[src/rtl/lbb_pkg.sv]
`default_nettype none

package lbb_pkg;

  // Window geometry.
  localparam int MAX_RADIUS = 31;
  localparam int LINE_MAX = 4096;
  localparam int WIN_DEPTH = 2 * MAX_RADIUS + 2;
  localparam int RADIUS_CNT = MAX_RADIUS + 1;

  // Field and datapath widths.
  localparam int RAD_W = 5;
  localparam int CH_W = 8;
  localparam int NUM_LANES = 4;
  localparam int DATA_W = NUM_LANES * CH_W;
  localparam int POS_W = $clog2(LINE_MAX);
  localparam int ADDR_W = $clog2(WIN_DEPTH);
  localparam int FACTOR_W = $clog2(2 * MAX_RADIUS + 2);
  localparam int SUM_W = $clog2((2 * MAX_RADIUS + 1) * ((1 << CH_W) - 1) + 1);

  // Reciprocal scaling: exact floor division for every sum and window width.
  localparam int RECIP_SHIFT = SUM_W + $clog2(2 * MAX_RADIUS + 1);
  localparam int RECIP_W = RECIP_SHIFT + 1;
  localparam int PROD_W = SUM_W + RECIP_W;

  // Sequencer states.
  typedef enum logic [1:0] {
    ST_IDLE,
    ST_ACC,
    ST_MUL,
    ST_OUT
  } lbb_state_t;

  // Per-lane controls driven by the sequencer.
  typedef struct packed {
    logic                load_sum;
    logic                base_zero;
    logic [FACTOR_W-1:0] factor;
    logic                sub_en;
    logic                sub_first;
    logic                load_prod;
  } lbb_lane_ctrl_t;

endpackage

`default_nettype wire

[src/rtl/lbb_ram.sv]
`default_nettype none

module lbb_ram #(
  parameter int WIDTH = 32,
  parameter int DEPTH = 64
) (
  input  logic                     clk,
  input  logic                     wr_en,
  input  logic [$clog2(DEPTH)-1:0] wr_addr,
  input  logic [WIDTH-1:0]         wr_data,
  input  logic [$clog2(DEPTH)-1:0] rd_addr,
  output logic [WIDTH-1:0]         rd_data
);

  logic [WIDTH-1:0] mem [DEPTH];

  // One write port and one registered read port.
  always_ff @(posedge clk) begin
    if (wr_en) begin
      mem[wr_addr] <= wr_data;
    end
    rd_data <= mem[rd_addr];
  end

endmodule

`default_nettype wire

[src/rtl/lbb_lane.sv]
`default_nettype none

module lbb_lane (
  input  logic                            clk,
  input  lbb_pkg::lbb_lane_ctrl_t         ctrl,
  input  logic [lbb_pkg::CH_W-1:0]        px,
  input  logic [lbb_pkg::CH_W-1:0]        first_ch,
  input  logic [lbb_pkg::CH_W-1:0]        rd_ch,
  input  logic [lbb_pkg::RECIP_W-1:0]     recip,
  output logic [lbb_pkg::CH_W-1:0]        quot
);

  logic [lbb_pkg::SUM_W-1:0]                    sum;
  logic [lbb_pkg::SUM_W-1:0]                    sum_next;
  logic [lbb_pkg::FACTOR_W+lbb_pkg::CH_W-1:0]   scaled;
  logic [lbb_pkg::SUM_W:0]                      acc_sum;
  logic [lbb_pkg::SUM_W:0]                      sub_val;
  logic [lbb_pkg::PROD_W-1:0]                   prod;
  logic [lbb_pkg::PROD_W-1:0]                   prod_next;

  // Running window sum: add the scaled entering pixel, drop the leaving one.
  always_comb begin
    scaled  = ctrl.factor * px;
    acc_sum = (ctrl.base_zero ? '0 : (lbb_pkg::SUM_W + 1)'(sum))
              + (lbb_pkg::SUM_W + 1)'(scaled);
    if (!ctrl.sub_en) begin
      sub_val = '0;
    end else if (ctrl.sub_first) begin
      sub_val = (lbb_pkg::SUM_W + 1)'(first_ch);
    end else begin
      sub_val = (lbb_pkg::SUM_W + 1)'(rd_ch);
    end
    sum_next = lbb_pkg::SUM_W'(acc_sum - sub_val);
  end

  // Divide by the window width as a multiply by its scaled reciprocal.
  assign prod_next = sum * recip;

  always_ff @(posedge clk) begin
    if (ctrl.load_sum) begin
      sum <= sum_next;
    end
    if (ctrl.load_prod) begin
      prod <= prod_next;
    end
  end

  assign quot = prod[lbb_pkg::RECIP_SHIFT +: lbb_pkg::CH_W];

endmodule

`default_nettype wire

[src/rtl/lbb_merge.sv]
`default_nettype none

module lbb_merge (
  input  logic                                          clk,
  input  logic                                          rst,
  input  logic                                          load,
  input  logic [lbb_pkg::NUM_LANES-1:0][lbb_pkg::CH_W-1:0] quot,
  input  logic                                          last,
  input  logic                                          m_axis_tready,
  output logic                                          m_axis_tvalid,
  output logic [lbb_pkg::DATA_W-1:0]                    m_axis_tdata,
  output logic                                          m_axis_tlast,
  output logic                                          free
);

  // The output register may take a new pixel when empty or being drained.
  assign free = !m_axis_tvalid || m_axis_tready;

  always_ff @(posedge clk) begin
    if (rst) begin
      m_axis_tvalid <= 1'b0;
    end else if (load) begin
      m_axis_tvalid <= 1'b1;
    end else if (m_axis_tready) begin
      m_axis_tvalid <= 1'b0;
    end
  end

  // Pack the lane results, first lane in the lowest byte.
  always_ff @(posedge clk) begin
    if (load) begin
      m_axis_tdata <= quot;
      m_axis_tlast <= last;
    end
  end

endmodule

`default_nettype wire

[src/rtl/line_box_blur.sv]
// Channel   Handshake                     Payload
// cfg       cfg_valid / cfg_ready         cfg_data: radius
// s_axis    s_axis_tvalid / s_axis_tready tdata: alpha, red, green, blue; tlast: line end
// m_axis    m_axis_tvalid / m_axis_tready tdata: alpha, red, green, blue; tlast: last
//
// A pixel that releases an output passes through accept, window sum update,
// reciprocal multiply and output register load. A pixel before position radius
// that does not end the line releases nothing and passes through accept and
// window sum update only. On the last pixel of a line each further pending output
// passes through the multiply stage and the output register load.
// A stalled output register holds the sequencer in its output state.
// Reset is synchronous, closes both request channels while high and needs no
// clearing pass; the window memory is never read before it is written within the
// current line.
`default_nettype none

module line_box_blur (
  input  logic                         clk,
  input  logic                         rst,
  input  logic                         cfg_valid,
  output logic                         cfg_ready,
  input  logic [lbb_pkg::RAD_W-1:0]    cfg_data,
  input  logic                         s_axis_tvalid,
  output logic                         s_axis_tready,
  // alpha_in [7:0], red_in [15:8], green_in [23:16], blue_in [31:24]
  input  logic [lbb_pkg::DATA_W-1:0]   s_axis_tdata,
  input  logic                         s_axis_tlast,
  output logic                         m_axis_tvalid,
  input  logic                         m_axis_tready,
  // alpha_out [7:0], red_out [15:8], green_out [23:16], blue_out [31:24]
  output logic [lbb_pkg::DATA_W-1:0]   m_axis_tdata,
  output logic                         m_axis_tlast
);

  lbb_pkg::lbb_state_t       state, state_next;
  logic [lbb_pkg::RAD_W-1:0] radius, line_rad, rad_sat, r_minus_p;
  logic [lbb_pkg::RECIP_W-1:0] line_recip;
  logic [lbb_pkg::RECIP_W-1:0] recip_tab [lbb_pkg::RADIUS_CNT];
  logic [lbb_pkg::POS_W-1:0] pos, out_pos;
  logic [lbb_pkg::DATA_W-1:0] pix, first_pix, rd_data;
  logic [lbb_pkg::ADDR_W-1:0] rd_addr;
  logic [lbb_pkg::FACTOR_W-1:0] factor;
  logic [lbb_pkg::NUM_LANES-1:0][lbb_pkg::CH_W-1:0] quot;
  lbb_pkg::lbb_lane_ctrl_t   lane_ctrl;
  logic line_end_r, in_acc, out_free, out_load, out_last, flush_more, emit;
  logic p_is0, p_lt_r, p_le_2r;

  // Configuration register, ready whenever reset is low.
  assign cfg_ready = !rst;

  always_ff @(posedge clk) begin
    if (rst) begin
      radius <= lbb_pkg::RAD_W'(1);
    end else if (cfg_valid && cfg_ready) begin
      radius <= cfg_data;
    end
  end

  assign rad_sat = (radius > lbb_pkg::RAD_W'(lbb_pkg::MAX_RADIUS))
                   ? lbb_pkg::RAD_W'(lbb_pkg::MAX_RADIUS) : radius;

  // Reciprocal table, ceil(2^shift / (2r+1)) for every radius.
  for (genvar g = 0; g < lbb_pkg::RADIUS_CNT; g++) begin : g_recip
    localparam int Div = 2 * g + 1;
    localparam int Recip = ((1 << lbb_pkg::RECIP_SHIFT) + Div - 1) / Div;
    assign recip_tab[g] = lbb_pkg::RECIP_W'(Recip);
  end

  assign in_acc = s_axis_tvalid && s_axis_tready;

  // Position tests used by the sequencer.
  assign p_is0      = (pos == '0);
  assign p_lt_r     = (pos < lbb_pkg::POS_W'(line_rad));
  assign p_le_2r    = (pos <= lbb_pkg::POS_W'({line_rad, 1'b0}));
  assign r_minus_p  = line_rad - pos[lbb_pkg::RAD_W-1:0];
  assign emit       = !p_lt_r || line_end_r;
  assign flush_more = line_end_r && (out_pos != pos);
  assign out_last   = line_end_r && (out_pos == pos);

  // Weight of the entering pixel: the first pixel covers the left edge, and the
  // last pixel of a short line also covers the missing right side.
  always_comb begin
    factor = p_is0 ? (lbb_pkg::FACTOR_W'(line_rad) + lbb_pkg::FACTOR_W'(1))
                   : lbb_pkg::FACTOR_W'(1);
    if (line_end_r && p_lt_r) begin
      factor = factor + lbb_pkg::FACTOR_W'(r_minus_p);
    end
  end

  // Next-state logic.
  always_comb begin
    state_next = state;
    case (state)
      lbb_pkg::ST_IDLE: begin
        if (in_acc) begin
          state_next = lbb_pkg::ST_ACC;
        end
      end
      lbb_pkg::ST_ACC: begin
        state_next = emit ? lbb_pkg::ST_MUL : lbb_pkg::ST_IDLE;
      end
      lbb_pkg::ST_MUL: begin
        state_next = lbb_pkg::ST_OUT;
      end
      lbb_pkg::ST_OUT: begin
        if (out_free) begin
          state_next = flush_more ? lbb_pkg::ST_MUL : lbb_pkg::ST_IDLE;
        end
      end
      default: begin
        state_next = lbb_pkg::ST_IDLE;
      end
    endcase
  end

  // Output logic: handshake, memory read address and lane controls.
  always_comb begin
    s_axis_tready = 1'b0;
    out_load      = 1'b0;
    lane_ctrl     = '0;
    rd_addr       = lbb_pkg::ADDR_W'(out_pos - lbb_pkg::POS_W'(line_rad));
    case (state)
      lbb_pkg::ST_IDLE: begin
        s_axis_tready = !rst;
        // Pixel leaving the window when the new one enters.
        rd_addr = lbb_pkg::ADDR_W'(pos - lbb_pkg::POS_W'({line_rad, 1'b0})
                                   - lbb_pkg::POS_W'(1));
      end
      lbb_pkg::ST_ACC: begin
        lane_ctrl.load_sum  = 1'b1;
        lane_ctrl.base_zero = p_is0;
        lane_ctrl.factor    = factor;
        lane_ctrl.sub_en    = !p_is0 && !p_lt_r && (pos != lbb_pkg::POS_W'(line_rad));
        lane_ctrl.sub_first = p_le_2r;
      end
      lbb_pkg::ST_MUL: begin
        lane_ctrl.load_prod = 1'b1;
      end
      lbb_pkg::ST_OUT: begin
        out_load = out_free;
        if (out_free && flush_more) begin
          // Flush step: last pixel enters, left edge pixel leaves.
          lane_ctrl.load_sum  = 1'b1;
          lane_ctrl.factor    = lbb_pkg::FACTOR_W'(1);
          lane_ctrl.sub_en    = 1'b1;
          lane_ctrl.sub_first = (out_pos < lbb_pkg::POS_W'(line_rad));
        end
      end
      default: begin
        s_axis_tready = 1'b0;
      end
    endcase
  end

  // Sequencer state and line positions.
  always_ff @(posedge clk) begin
    if (rst) begin
      state   <= lbb_pkg::ST_IDLE;
      pos     <= '0;
      out_pos <= '0;
    end else begin
      state <= state_next;
      if (state == lbb_pkg::ST_ACC && !emit) begin
        pos <= pos + lbb_pkg::POS_W'(1);
      end
      if (out_load) begin
        if (flush_more) begin
          out_pos <= out_pos + lbb_pkg::POS_W'(1);
        end else if (line_end_r) begin
          pos     <= '0;
          out_pos <= '0;
        end else begin
          pos     <= pos + lbb_pkg::POS_W'(1);
          out_pos <= out_pos + lbb_pkg::POS_W'(1);
        end
      end
    end
  end

  // Line parameters are taken at the first pixel of each line.
  always_ff @(posedge clk) begin
    if (rst) begin
      line_rad <= lbb_pkg::RAD_W'(1);
    end else if (in_acc && p_is0) begin
      line_rad <= rad_sat;
    end
  end

  always_ff @(posedge clk) begin
    if (in_acc) begin
      pix        <= s_axis_tdata;
      line_end_r <= s_axis_tlast || (pos == lbb_pkg::POS_W'(lbb_pkg::LINE_MAX - 1));
      if (p_is0) begin
        first_pix  <= s_axis_tdata;
        line_recip <= recip_tab[rad_sat];
      end
    end
  end

  // Recent pixels of the line, addressed by position modulo the depth.
  lbb_ram #(
    .WIDTH (lbb_pkg::DATA_W),
    .DEPTH (lbb_pkg::WIN_DEPTH)
  ) u_window (
    .clk     (clk),
    .wr_en   (in_acc),
    .wr_addr (pos[lbb_pkg::ADDR_W-1:0]),
    .wr_data (s_axis_tdata),
    .rd_addr (rd_addr),
    .rd_data (rd_data)
  );

  // One lane per channel: alpha, red, green and blue.
  for (genvar g = 0; g < lbb_pkg::NUM_LANES; g++) begin : g_lane
    lbb_lane u_lane (
      .clk      (clk),
      .ctrl     (lane_ctrl),
      .px       (pix[g*lbb_pkg::CH_W +: lbb_pkg::CH_W]),
      .first_ch (first_pix[g*lbb_pkg::CH_W +: lbb_pkg::CH_W]),
      .rd_ch    (rd_data[g*lbb_pkg::CH_W +: lbb_pkg::CH_W]),
      .recip    (line_recip),
      .quot     (quot[g])
    );
  end

  lbb_merge u_merge (
    .clk           (clk),
    .rst           (rst),
    .load          (out_load),
    .quot          (quot),
    .last          (out_last),
    .m_axis_tready (m_axis_tready),
    .m_axis_tvalid (m_axis_tvalid),
    .m_axis_tdata  (m_axis_tdata),
    .m_axis_tlast  (m_axis_tlast),
    .free          (out_free)
  );

endmodule

`default_nettype wire

[config.mk]
export PLATFORM = sky130hd
export DESIGN_NAME = line_box_blur
export DESIGN_NICKNAME = d
export VERILOG_FILES = /design/src/rtl/lbb_pkg.sv /design/src/rtl/lbb_ram.sv /design/src/rtl/lbb_lane.sv /design/src/rtl/lbb_merge.sv /design/src/rtl/line_box_blur.sv
export SDC_FILE = /design/constraint.sdc
export NUM_CORES = 2
export LEC_CHECK = 0
export ABC_CLOCK_PERIOD_IN_PS = 6900
export BUFFER_PORTS_ARGS = -buffer_cell sky130_fd_sc_hd__buf_2
export CELL_PAD_IN_SITES_DETAIL_PLACEMENT = 0
export CELL_PAD_IN_SITES_GLOBAL_PLACEMENT = 1
export CORE_MARGIN = 2
export CORE_UTILIZATION = 50
export DETAILED_ROUTE_END_ITERATION = 12
export GPL_TIMING_DRIVEN = 0
export PLACE_DENSITY_LB_ADDON = 0.1
export SLEW_MARGIN = 10
export SYNTH_ARGS = -nofsm -noshare
export SYNTH_HDL_FRONTEND = slang
export SYNTH_HIERARCHICAL = 1
export SYNTH_SLANG_ARGS = --single-unit
[constraint.sdc]
create_clock -name clk -period 6.9 [get_ports clk]
set_input_delay 1.38 -clock clk [delete_from_list [all_inputs] [get_ports clk]]
set_output_delay 1.38 -clock clk [all_outputs]
set_load 0.01 [all_outputs]
======== After elaboration in Yosys (flattened, before gate mapping) ========
Memories as Yosys holds them, arrays and structs flattened. A register that Yosys moved wholly into a read port is not among the register bits.
Cells that the tools add are included.
storage, ports and cells
  word-level logic and storage cells ...... 121
  output and inout port bits .............. 36
  memories kept ........................... 2
  bits in registers ....................... 303
  bits in read-only memories .............. 672
  memory bits (writable) .................. 2048
memory list
  memory            depth  bits a word  rd ports  clocked after Yosys merged registers in  write ports  RTL line              source
  u_window.mem      64     32           1         1                                        1            lbb_ram.sv:15         logic [WIDTH-1:0] mem [DEPTH];
  (name not given)  32     21           1         1                                        0            line_box_blur.sv:195  line_recip <= recip_tab[rad_sat];
operators by class
  reductions and logical operators ........ 23
  eq/ne operators ......................... 9
  bitwise gates (word level) .............. 1
  magnitude comparators ................... 4
  $mul .................................... 8
  mux-type cells .......................... 39
  $add $sub $neg .......................... 16
operators by type and width
  operator               count
  $mul 14x21->28         4
  $mux 12                6
  $mux 8                 8
  $add 14x14->14         4
  $mul 6x8->14           4
  $mux 14                4
  $sub 14x14->14         4
  $add 12x1->12 const B  2
  $lt 12x5->1            2
  $mux 6                 3
  $pmux 8 s2             1
  $eq 12x12->1           1
  $eq 12x12->1 const B   1
  $le 12x6->1            1
  $logic_not 12->1       1
  $ne 12x12->1           1
  $ne 12x5->1            1
  $logic_and 1x1->1      10
  $mux 1                 9
  $mux 2                 4
  $pmux 2 s4             1
  $add 5x1->6 const B    1
  $add 6x5->6            1
  $not 5->6              1
  other kinds (16)       25

======== Longest topological paths before layout ========
  word-level depth ........................ 8
  gate-level depth with buffers ........... 30
  mapped depth without buffers ............ 30

======== Cells and area by module ========
The synthesis kept the hierarchy.
modules (own cells, without submodules)
  module                        area an instance (µm²)  seq. area each (µm²)  cells an instance  times used
  lbb_ram                       78515.3                 62139.6               3324               1
  lbb_lane at g_lane[2].u_lane  10919.2                 660.6                 1192               1
  lbb_lane at g_lane[0].u_lane  10825.4                 660.6                 1188               1
  lbb_lane at g_lane[3].u_lane  10815.4                 660.6                 1175               1
  lbb_lane at g_lane[1].u_lane  10789.1                 660.6                 1178               1
  line_box_blur                 6334.8                  3273.1                602                1
  lbb_merge                     1037.2                  1011.0                37                 1

======== Least setup slack after synthesis ========
No wires, ideal clock.
  kind .................................... reg2reg
  from .................................... register pos[0] (netlist name)
  to ...................................... register g_lane[2].u_lane/sum[13] (netlist name), data pin
  period minus slack after synthesis ...... 7.221 ns
  setup slack ............................. -0.321 ns
  setup time .............................. 0.258 ns
  path buffers ............................ 0
  stages on the path, launching flop included .. 29
  arrival ................................. 6.963 ns
  path through ............................ dfxtp_1 -> inv_1 -> ha_1 -> nand2b_1 -> nor4_1 -> nor2b_1 -> nand2_1 -> ha_1 -> fa_1 -> a21oi_1 -> nor2_1 -> nor2_1 -> xnor2_1 -> a21oi_1 -> nor2_1 -> nand2_1 -> fa_1 -> fa_1 -> inv_1 -> fa_1 -> inv_1 -> fa_1 -> inv_1 -> ha_1 -> nor2b_1 -> o41ai_1 -> o21ai_1 -> o41a_1 -> xnor2_1
RTL lines
  what                      RTL line              source
  start: declaration        line_box_blur.sv:39   logic [lbb_pkg::POS_W-1:0] pos, out_pos;
  start signal: assignment  line_box_blur.sv:164  pos <= pos + lbb_pkg::POS_W'(1);
  start signal: assignment  line_box_blur.sv:173  pos <= pos + lbb_pkg::POS_W'(1);
  end signal: assignment    lbb_lane.sv:41        sum <= sum_next;
  end: declaration          lbb_lane.sv:13        logic [lbb_pkg::SUM_W-1:0] sum;

======== Worst setup path after layout ========
  from .................................... register g_lane[1].u_lane/sum[10] (netlist name)
  to ...................................... register g_lane[1].u_lane/prod[26] (netlist name), data pin
on the way
  word-level cells in the longest chain between the ends .. 1
ends and longest elaborated chain
  what                                            RTL line        source
  start: declaration                              lbb_lane.sv:13
  start signal: assignment                        lbb_lane.sv:41
  $mul 14x21->28                                  lbb_lane.sv:37  assign prod_next = sum * recip;
  named net g_lane[1].u_lane.prod_next (one bit)  lbb_lane.sv:19  logic [lbb_pkg::PROD_W-1:0] prod_next;
  end signal: assignment                          lbb_lane.sv:44  prod <= prod_next;
  end: declaration                                lbb_lane.sv:18  logic [lbb_pkg::PROD_W-1:0] prod;
The timed path passes the listed nets, and every way through them passes these cells.
A chain may end at the register's enable or synchronous reset.

==> metrics <==
Pins Over Slew Limit=0; most common cell in the netlist=edfxtp_1; CP dominant cell by count=fa_1; # rows=186; Final setup viols=0; async set-reset flop share out of synthesis=0%; largest net degree at the start of global routing=67; Die Wd=512 um; Hold Crit Class=register to register; actual slew at the worst max-slew pin=1.41 ns; Hold-fix buffers, CTS=0; WP data arrival=7.38 ns; CP top delay family=adder cells; top cells by count, synth=2254 x edfxtp_1, 1203 x inv_1, 1000 x fa_1, 716 x nand2_1, 686 x and2_1; H-Tree Depth=4; Skew-Pair Late Insertion Delay=0.93 ns; endpoint class of the critical path=register; layout cell share with drive strength beyond 1=16.4%; wirelength, routed=390000 um; Global Route Usage Sum=30.0%; CTS tree=yes; Synth top area share=52.4%; IO Pins=79; max incr delay on CP=0.70 ns; Post-synth EDFFs=2254; gpl congestion=0.865; first drt pass iteration count=6; first-pass GRT wire length=560000 um; remaining global-route overflow=0; Worst Path Max Fanout=10; Synth Register Bits=2323; Area Overhead vs Synth=13.5%; Yosys top cell by area=edfxtp_1; PortBufs=77; vias per inst=5.89; Final Instance Area=147000 um2; reg-to-reg slack, setup=0.20 ns; Worst-path clk slew=0.06 ns; Core Region=257000 um2; initial DRC count=7799; Die H=512 um; worst path bufs/invs=4; syn avg cell area=14.9 um2; placed cell areas=138000 um2; remaining antenna violation count after routing=0; Critical-path top delay cell=edfxtp_1; Hold Slack=0.414 ns; relative slew slack=6.24%; number of global-route vias before repair=78.2k; synth unique cells=103; deepest clock path buffer count=4; Tmin final=6.70 ns; Worst Clk Skew=0.133 ns; TritonCTS Sinks=2323; mapped cell area=129000 um2; critical path launch point type=register; Fin. Hold Viols=0; Achievable Freq=149 MHz; die area=263000 um2; Num CTS Buffers=239; final worst-path cycle share=97.1%; ys flop type=edfxtp_1; post-DR wirelength/cell=30.3 um; Final nets=10.7k; Max Cap Viol=0; register area share after synthesis=53.4%; required time worst endpoint=7.58 ns; initial antenna violation count=27; outcome=complete, no violations; DR vias=75.7k; top post-synthesis cells by area=edfxtp_1 52%, fa_1 15%, mux4_2 9.5%; Initial Util=50.3%; CP Class=register to register; Root Buffer=clkbuf_16; cells after synthesis=8696; Detailed Place HPWL=272000 um; CP Cell Sequence=clkbuf_1 -> nand2_1 -> fa_1 -> inv_1 -> fa_1 -> fa_1 -> fa_1 -> fa_1 -> inv_1 -> fa_1 -> inv_1 -> ha_1 -> nand4_1 -> nor2_1 -> a221oi_2 -> nor3b_4 -> o31ai_4 -> a21oi_2 -> or4_1 -> o311ai_1; synth warn=6; # DRC=0
-- flip-flops by register name, summed over array words and instances (netlist names) --
register,flops
line_rad,5
state,2
pix,32
first_pix,32
radius,5
g_lane.u_lane/sum,56
pos,12
u_window/rd_data,32
line_end_r,1
line_recip,20
u_window/mem,2048
g_lane.u_lane/prod,32
out_pos,12
u_merge/m_axis_tvalid,1
u_merge/m_axis_tdata,32
u_merge/m_axis_tlast,1
-- routing by layer --
layer / up-vias / share of wire (%) / track usage (%)
li1: 31500 / - / -
met1: 39900 / 38 / 38.8
met2: 3474 / 49 / 50.4
met3: 801 / 8.6 / 5.42
met4: 16 / 4.7 / 11.6
met5: - / 0.027 / 0
-- worst paths after layout --
| path | from | to | cells after the start |
|---|---|---|---|
| worst max register to register | g_lane[1].u_lane/sum[10] | g_lane[1].u_lane/prod[26] | 20 |
| worst min register to register | g_lane[1].u_lane/prod[20] | u_merge/m_axis_tdata[8] | 0 |
| worst min-delay path | g_lane[1].u_lane/prod[20] | u_merge/m_axis_tdata[8] | 0 |
| worst max-delay path | g_lane[1].u_lane/sum[10] | g_lane[1].u_lane/prod[26] | 20 |
-- cell type report --
cell class              count  area [um2]
flip-flops and latches   2323       69100
repair buffers            322        4600
diodes                      9        22.5
plain buffers             376        1720
clock buffers             316        6400
inverters                1205        4530
fillers                 20400      110000
multi-input cells        4801       54900
clock inverters           122        1090
well taps                3384        4230
-- metrics by stage --
| step | TNS (ns) | worst slack (ns) | utilization [%] | std cells |
|---|---|---|---|---|
| floorplan | 0 | 0.0439 | - | 8731 |
| global placement | -2953.12 | -2.81 | 52.2 | 12200 |
| detailed placement | -43.42 | -1.28 | 53.6 | 12300 |
| CTS | 0 | 0.0103 | 56.9 | 12800 |
| global route | -0.530 | -0.101 | 57.1 | 12900 |
| finish | 0 | 0.198 | 57.1 | 12900 |
-- worst reg2reg max path, stage by stage (launching register included) --
cell and delay [ns]:
edfxtp_1 0.70, clkbuf_1 0.54, nand2_1 0.14, fa_1 0.51, inv_1 0.06, fa_1 0.55
fa_1 0.44, fa_1 0.46, fa_1 0.49, inv_1 0.05, fa_1 0.47, inv_1 0.05
ha_1 0.30, nand4_1 0.16, nor2_1 0.08, a221oi_2 0.42, nor3b_4 0.13, o31ai_4 0.29
a21oi_2 0.12, or4_1 0.42, o311ai_1 0.11
-- what timing repair did --
action / in CTS / in global routing
pin swaps: 18 / 32
cloned: 5 / 0
endpoints found under the setup margin: 67 / 38
buffers inserted: 68 / 21
gates resized for setup: 78 / 107
-- cells by family (layout without fill, tap and decap cells) --
family	count (synthesis)	count (layout)	synth area share, %
simple gates	1982	1986	7.75
flops	2323	2323	53.4
fa+ha+maj	1418	1418	19.5
other cells	1	45	0.00290
xor+xnor	167	167	1.15
mux	682	682	10.6
compound gates	512	512	2.71
buf+inv	1611	2341	4.85
-- layout by cell type (no fill, tap or decap), types with 124 or more instances in the layout --
cell,synthesis,final
edfxtp_1,2254,2254
inv_1,1203,1198
fa_1,1000,999
nand2_1,716,714
and2_1,686,685
mux4_2,544,544
ha_1,418,413
clkbuf_1,289,277
clkbuf_16,0,242
nor2_1,253,183
a21oi_1,146,133
xnor2_1,127,126
buf_4,26,124
Power is not shown: default switching activity piles up to over one toggle a cycle in this logic, so the estimate is an artifact.
